$ cat config.mk
export PLATFORM = sky130hd
export DESIGN_NAME = softmax_normalize_unit
export DESIGN_NICKNAME = d
export VERILOG_FILES = /design/src/rtl/smn_pkg.sv /design/src/rtl/softmax_normalize_unit.sv
export SDC_FILE = /design/constraint.sdc
export NUM_CORES = 2
export LEC_CHECK = 0
export ABC_CLOCK_PERIOD_IN_PS = 11050
export BUFFER_PORTS_ARGS = -buffer_cell sky130_fd_sc_hd__buf_4
export CORE_MARGIN = 2
export CORE_UTILIZATION = 55
export DETAILED_ROUTE_END_ITERATION = 12
export PLACE_DENSITY = 0.73
export SYNTH_ARGS = -nofsm -noshare
export SYNTH_HDL_FRONTEND = slang
export SYNTH_SLANG_ARGS = --single-unit
$ cat constraint.sdc
create_clock -name clk -period 11.05 [get_ports clk]
set_clock_uncertainty 0.05 [all_clocks]
set_input_delay 1.105 -clock clk [delete_from_list [all_inputs] [get_ports clk]]
set_output_delay 1.105 -clock clk [all_outputs]
set_load 0.05 [all_outputs]
$ cat src/rtl/smn_pkg.sv
package smn_pkg;
  localparam int unsigned SCORE_W = 16;
  localparam int unsigned PROB_W  = 16;
  localparam int unsigned SUM_W   = 24;
  localparam int unsigned CFG_W   = 7;
  localparam logic [15:0] LOG2E_Q15 = 16'd47274;

  typedef enum logic [5:0] {
    ST_LOAD  = 6'b000001,
    ST_EXP   = 6'b000010,
    ST_DIVI  = 6'b000100,
    ST_DIVR  = 6'b001000,
    ST_OUT   = 6'b010000,
    ST_ERR   = 6'b100000
  } state_t;

  function automatic logic [16:0] pow2_frac(input logic [4:0] i);
    case (i)
      5'd0:  pow2_frac = 17'd65536;
      5'd1:  pow2_frac = 17'd62757;
      5'd2:  pow2_frac = 17'd60097;
      5'd3:  pow2_frac = 17'd57549;
      5'd4:  pow2_frac = 17'd55109;
      5'd5:  pow2_frac = 17'd52773;
      5'd6:  pow2_frac = 17'd50535;
      5'd7:  pow2_frac = 17'd48392;
      5'd8:  pow2_frac = 17'd46341;
      5'd9:  pow2_frac = 17'd44376;
      5'd10: pow2_frac = 17'd42494;
      5'd11: pow2_frac = 17'd40693;
      5'd12: pow2_frac = 17'd38968;
      5'd13: pow2_frac = 17'd37315;
      5'd14: pow2_frac = 17'd35734;
      5'd15: pow2_frac = 17'd34219;
      5'd16: pow2_frac = 17'd32768;
      default: pow2_frac = 17'd0;
    endcase
  endfunction
endpackage

$ cat src/rtl/softmax_normalize_unit.sv
// Softmax over one vector of Q8.8 scores, streamed in with tlast on the final
// beat; cfg_wdata sets the expected vector length (1..MAX_LEN, reset 64).
// In load a score is taken whenever in_tvalid is high. On tlast the block
// stops accepting; for a good length it reads the score memory to form
// exp(score - max). Each element goes through a memory read, a registered
// multiply, then the table step. The values go into a saturating 24-bit sum.
// The block then recomputes each exp and divides it by the sum in a shared
// restoring divider, one quotient bit per cycle. Each result passes through
// the exp steps, the divider setup and the 17-bit quotient before its beat
// is offered in the output state, where an out_tready stall holds it. A
// wrong-length vector gives a single length_error beat in the cycle after tlast.
module softmax_normalize_unit #(
  parameter int unsigned MAX_LEN = 64
) (
  input  logic        clk,
  input  logic        rst_n,
  input  logic        cfg_we,
  input  logic [6:0]  cfg_wdata,
  input  logic        in_tvalid,
  output logic        in_tready,
  input  logic [15:0] in_tdata,   // score
  input  logic        in_tlast,   // last_in
  output logic        out_tvalid,
  input  logic        out_tready,
  output logic [15:0] out_tdata,  // probability
  output logic        out_tlast,  // last_out
  output logic        out_tuser   // length_error
);
  localparam int unsigned AW = (MAX_LEN > 1) ? $clog2(MAX_LEN) : 1;
  localparam int unsigned CW = $clog2(MAX_LEN + 2);

  smn_pkg::state_t state_r, state_nxt;
  logic [6:0]        vlen_r;
  logic [CW-1:0]     cnt_r;
  logic signed [15:0] max_r;
  logic [23:0]       sum_r;
  logic [AW-1:0]     idx_r;
  logic [1:0]        ph_r;
  logic [1:0]        phase_r;  // 0 = sum pass, 1 = divide pass
  logic [15:0]       mem [MAX_LEN];
  logic signed [15:0] rd_r;
  logic [31:0]       prod_r;
  logic [16:0]       e_r;
  logic [24:0]       rem_r;
  logic [16:0]       quo_r;
  logic [4:0]        bit_r;

  wire in_acc  = in_tvalid && in_tready;
  wire out_acc = out_tvalid && out_tready;
  assign in_tready  = state_r == smn_pkg::ST_LOAD;
  assign out_tvalid = state_r == smn_pkg::ST_OUT || state_r == smn_pkg::ST_ERR;

  always_ff @(posedge clk) begin
    if (in_acc && cnt_r < CW'(MAX_LEN)) mem[cnt_r[AW-1:0]] <= in_tdata;
    rd_r <= mem[idx_r];
  end

  wire [CW-1:0] cnt_inc = (cnt_r <= CW'(MAX_LEN)) ? cnt_r + 1'b1 : cnt_r;
  wire len_bad = vlen_r == 7'd0 || 32'(vlen_r) > MAX_LEN
                 || 32'(cnt_inc) != 32'(vlen_r);

  // exp stage: m*log2e registered in prod_r
  wire [15:0] m   = 16'(max_r - rd_r);
  wire [16:0] t   = prod_r[31:15];
  wire [8:0]  n   = t[16:8];
  wire [16:0] tk  = smn_pkg::pow2_frac({1'b0, t[7:4]});
  wire [16:0] tk1 = smn_pkg::pow2_frac(5'({1'b0, t[7:4]} + 5'd1));
  wire [20:0] dr  = 21'(tk - tk1) * 21'(t[3:0]);
  wire [16:0] v   = tk - 17'(dr >> 4);
  wire [16:0] e   = (n >= 9'd17) ? 17'd0 : v >> n[4:0];
  wire [24:0] sum_add = 25'(sum_r) + 25'(e);
  // first step takes the integer bit, the rest shift one bit in
  wire [25:0] trial = (bit_r == 5'd16) ? {1'b0, rem_r} : {rem_r, 1'b0};
  wire last_el = 32'(idx_r) + 1 == 32'(vlen_r);

  always_comb begin
    state_nxt = state_r;
    case (state_r)
      smn_pkg::ST_LOAD: if (in_acc && in_tlast)
        state_nxt = len_bad ? smn_pkg::ST_ERR : smn_pkg::ST_EXP;
      smn_pkg::ST_EXP: if (ph_r == 2'd2 && phase_r == 2'd1) state_nxt = smn_pkg::ST_DIVI;
      smn_pkg::ST_DIVI: state_nxt = smn_pkg::ST_DIVR;
      smn_pkg::ST_DIVR: if (bit_r == 5'd0) state_nxt = smn_pkg::ST_OUT;
      smn_pkg::ST_OUT: if (out_acc)
        state_nxt = last_el ? smn_pkg::ST_LOAD : smn_pkg::ST_EXP;
      smn_pkg::ST_ERR: if (out_acc) state_nxt = smn_pkg::ST_LOAD;
      default: state_nxt = smn_pkg::ST_LOAD;
    endcase
  end

  always_ff @(posedge clk) begin
    if (!rst_n) begin
      state_r <= smn_pkg::ST_LOAD;
      vlen_r  <= 7'd64;
      cnt_r   <= '0;
      max_r   <= 16'sh8000;
      sum_r   <= '0;
      idx_r   <= '0;
      ph_r    <= '0;
      phase_r <= '0;
      bit_r   <= '0;
    end else begin
      state_r <= state_nxt;
      if (cfg_we) vlen_r <= cfg_wdata;
      case (state_r)
        smn_pkg::ST_LOAD: if (in_acc) begin
          cnt_r <= cnt_inc;
          if ($signed(in_tdata) > max_r) max_r <= $signed(in_tdata);
          idx_r <= '0; ph_r <= '0; phase_r <= '0; sum_r <= '0;
          if (in_tlast) cnt_r <= '0;
        end
        smn_pkg::ST_EXP: begin
          ph_r <= (ph_r == 2'd2) ? 2'd0 : ph_r + 2'd1;
          if (ph_r == 2'd2 && phase_r == 2'd0) begin
            sum_r <= sum_add > 25'hFFFFFF ? 24'hFFFFFF : sum_add[23:0];
            if (last_el) begin idx_r <= '0; phase_r <= 2'd1; end
            else idx_r <= idx_r + 1'b1;
          end
        end
        smn_pkg::ST_DIVI: bit_r <= 5'd16;
        smn_pkg::ST_DIVR: bit_r <= bit_r - 5'd1;
        smn_pkg::ST_OUT: if (out_acc) begin
          idx_r <= idx_r + 1'b1;
          if (last_el) begin max_r <= 16'sh8000; sum_r <= '0; end
        end
        smn_pkg::ST_ERR: if (out_acc) max_r <= 16'sh8000;
        default: ;
      endcase
    end
  end

  // datapath regs
  always_ff @(posedge clk) begin
    prod_r <= 32'(m) * 32'(smn_pkg::LOG2E_Q15);
    if (state_r == smn_pkg::ST_EXP && ph_r == 2'd2) e_r <= e;
    if (state_r == smn_pkg::ST_DIVI) begin
      rem_r <= {8'd0, e_r};
      quo_r <= '0;
    end else if (state_r == smn_pkg::ST_DIVR) begin
      if (trial >= 26'(sum_r)) begin
        rem_r <= 25'(trial - 26'(sum_r));
        quo_r <= {quo_r[15:0], 1'b1};
      end else begin
        rem_r <= trial[24:0];
        quo_r <= {quo_r[15:0], 1'b0};
      end
    end
  end

  assign out_tdata = (state_r == smn_pkg::ST_ERR) ? 16'd0
                   : (quo_r[16] ? 16'hFFFF : quo_r[15:0]);
  assign out_tlast = (state_r == smn_pkg::ST_ERR) || last_el;
  assign out_tuser = state_r == smn_pkg::ST_ERR;
endmodule

==> results.toml <==
[clock_tree]
max-clock-path-buffers = 3
cts_hold_buffers = 0
worst_skew_pair.late_latency_ns = 0.73
ctsHtreeMaxLevel = 3
root_buffer = "sky130_fd_sc_hd__clkbuf_16"
clk_pin_slew_worst_paths_ns = 0.06
cts_num_sinks = 1207
cts_inserted_buffers = 115
cts_tree = "built"

[global_route]
grt_pass1_vias = 33626
number_of_antenna_violations_at_the_first_check_in_global_routing = 2
global_route.usage.total_pct = 25.6
gr-total-overflow = 0
grt_start_max_net_pins = 111
grt_first_pass_wirelength_mm = 208

[finish]
nNetsFinal = 4427
syn_to_final_growth_pct = 11.9
num_antenna_cells = 0
postLayoutCellArea_um2 = 65500
layout-drive-gt1-share_pct = 20.4

[logic_synthesis]
yosysSeqAreaShare_pct = 59.4
postSynthRegisterBits = 1207
postSynthNetCount = 4237
synthesis.yosys.warnings = 0
synth.avg_cell_area_um2 = 15.3
async_reset_ff_share_pct = 0
synth_edf_count = 1058
synthFlopType = "sky130_fd_sc_hd__edfxtp_1"
yosysTopAreaCell = "sky130_fd_sc_hd__edfxtp_1"
post_synth_inst_count = 3820
synth.area.top_cells = "sky130_fd_sc_hd__edfxtp_1, sky130_fd_sc_hd__mux4_2, sky130_fd_sc_hd__ha_1"
synth_top_area_share_pct = 54.3
post_synthesis_cell_area_um2 = 58500
synth_cell_types = 85

[hold_path]
holdPathStages = 1
hold_path_class = "flip-flop to flip-flop"
hold_path.startpoint = "rem_r[23]"
min_to = "rem_r[23]"

[placement]
detailedPlace.worstSlack_ns = -0.116
numPortBuffers = 48
placement.cell_area_um2 = 61300
dp_hpwl_mm = 89.3
gp_routability_congestion = 0.875

[floorplanning]
io-pin-count = 49
floorplan.initialDensity_pct = 55.5
area_of_the_die_um2 = 109000
row_count = 119
die_x_um = 330
core_area_um2 = 105000
die_height_um = 330

[drt]
drtAntennaViolNets = 0
num_vias = 33713
drt-total-wl_mm = 138
via_per_inst = 6.13
drt_first_iter_violations = 3558
dr.pass1.iters = 9
drt-wirelength-per-cell_um = 25.0
drc_errors = 5

[timing]
worstMarginPinSlew_ns = 1.15
worst_slack_ns = 0.412
final_cycle_utilization_of_the_critical_path_pct = 96.3
fmax_mhz = 94.0
timing.final.setup_violations = 0
period_needed_ns = 10.64
finalHoldViolCount = 0
timing_max_transition_violations_final = 0
slew_headroom_pct = 23.1

[worst_setup_path]
r2r_start = "prod_r[19]"
worst-setup-path-type = "flip-flop to flip-flop"
crit_path_top_delay_cell = "sky130_fd_sc_hd__fa_1"
ff2ff_setup_slack_ns = 0.41
critPathMaxFanout = 4
cp-end-kind = "flip-flop"
largest_stage_delay_worst_path_ns = 0.53
data_required_time_of_the_worst_path_ns = 11.62
setup.worst_path.start_class = "flip-flop"
critical_path_arrival_ns = 11.21
timing.rr.end = "sum_r[19]"
worst_r2r_path_depth = 50

[status]
failing_checks = "design-rule violations"
outcome = "complete, but fails checks"

[run]
maxCapViolCount = 0
==> routing by layer <==
metal | vias up | part of all wire [%] | GRT usage (%)
met4 | 2 | 3.2 | 7.91
met5 | - | 0.036 | 0
li1 | 15041 | - | -
met3 | 247 | 7.0 | 3.72
met1 | 17120 | 39 | 34.1
met2 | 1303 | 51 | 43.9
==> registers in the layout (all words and copies together), names as in the netlist <==
name and cells:
sum_r 24, state_r 6, bit_r 5, cnt_r 7, rd_r 16, e_r 17, ph_r 2, phase_r 1
idx_r 6, vlen_r 7, prod_r 17, mem 1024, max_r 16, quo_r 17, tk 17, rem_r 25
==> timing repair <==
action,CTS,global route
endpoints found under the setup margin,21,24
pin swaps,0,18
gates cloned,0,1
resized for setup,3,54
setup buffers,0,13
==> cell type report <==
class / count / area (um2)
sequential: 1207 / 34800
fill: 7517 / 39900
timing repair buffer: 231 / 1750
clock buffer: 156 / 3190
tap: 1391 / 1740
multi-input combinational: 2185 / 22400
clock inverter: 60 / 577
inverter: 270 / 1010
==> stage by stage <==
| stage | util [%] | hold WS [ns] | setup TNS, ns | std cells |
|---|---|---|---|---|
| after floorplan | - | 0.383 | 0 | 3820 |
| after global placement | 58.2 | 0.404 | 0 | 5270 |
| after detailed placement | 58.2 | 0.415 | -0.921 | 5270 |
| after CTS | 61.8 | 0.430 | 0 | 5486 |
| after global routing | 62.1 | 0.446 | -0.654 | 5500 |
| final | 62.1 | 0.424 | 0 | 5500 |
==> cell usage after synthesis (85+ instances only) <==
| master | count |
|---|---|
| sky130_fd_sc_hd__fa_1 | 108 |
| sky130_fd_sc_hd__nor2_1 | 259 |
| sky130_fd_sc_hd__dfxtp_1 | 149 |
| sky130_fd_sc_hd__edfxtp_1 | 1058 |
| sky130_fd_sc_hd__nand2_1 | 165 |
| sky130_fd_sc_hd__a21oi_1 | 144 |
| sky130_fd_sc_hd__o21ai_0 | 107 |
| sky130_fd_sc_hd__clkbuf_1 | 115 |
| sky130_fd_sc_hd__ha_1 | 280 |
| sky130_fd_sc_hd__inv_1 | 267 |
| sky130_fd_sc_hd__xnor2_1 | 85 |
| sky130_fd_sc_hd__mux4_2 | 341 |
==> worst max path at each step <==
stage / to / start / cells past startpoint
after floorplan: sum_r[20] / prod_r[19] / 49
after global placement: sum_r[7] / prod_r[19] / 51
after detailed placement: sum_r[7] / prod_r[19] / 51
after CTS: sum_r[7] / prod_r[19] / 49
after global routing: sum_r[23] / prod_r[20] / 51
final: sum_r[19] / prod_r[19] / 50
==> placed cells by master, fill, tap and decap left out, drive strengths merged, types with 29 or more instances in the layout <==
master and n:
edfxtp 1058, mux4 341, ha 280, inv 270, nor2 259, buf 230
nand2 165, clkbuf 157, dfxtp 149, a21oi 145, o21ai 110, fa 108
xnor2 85, and2 63, a21o 52, clkinv 49, xor2 41, o21a 40
nand3 40, nor3 40, nor2b 37, mux2 29
==> critical path: cells and delay by family (launching register included) <==
kind,cells,cell delay (ns)
XOR/XNOR,2,0.19
buffers and inverters,6,0.61
AND/OR/NAND/NOR,11,2.11
AO/OA/AOI/OAI,21,3.92
adder cells (fa/ha/maj),9,2.84
flip-flops,1,0.34
multiplexers,1,0.47
==> kinds of logic after synthesis <==
kind of cell,Yosys count,share of synthesized area (%)
compound gates,549,6.20
xor+xnor,128,1.96
fa+ha+maj,388,9.68
buf+inv,428,2.79
flops,1207,59.4
mux,396,14.1
simple gates,724,5.89
Power is left out: the tool's default activity adds up to more than one toggle a clock period on the data nets, which glitch-free logic cannot reach.
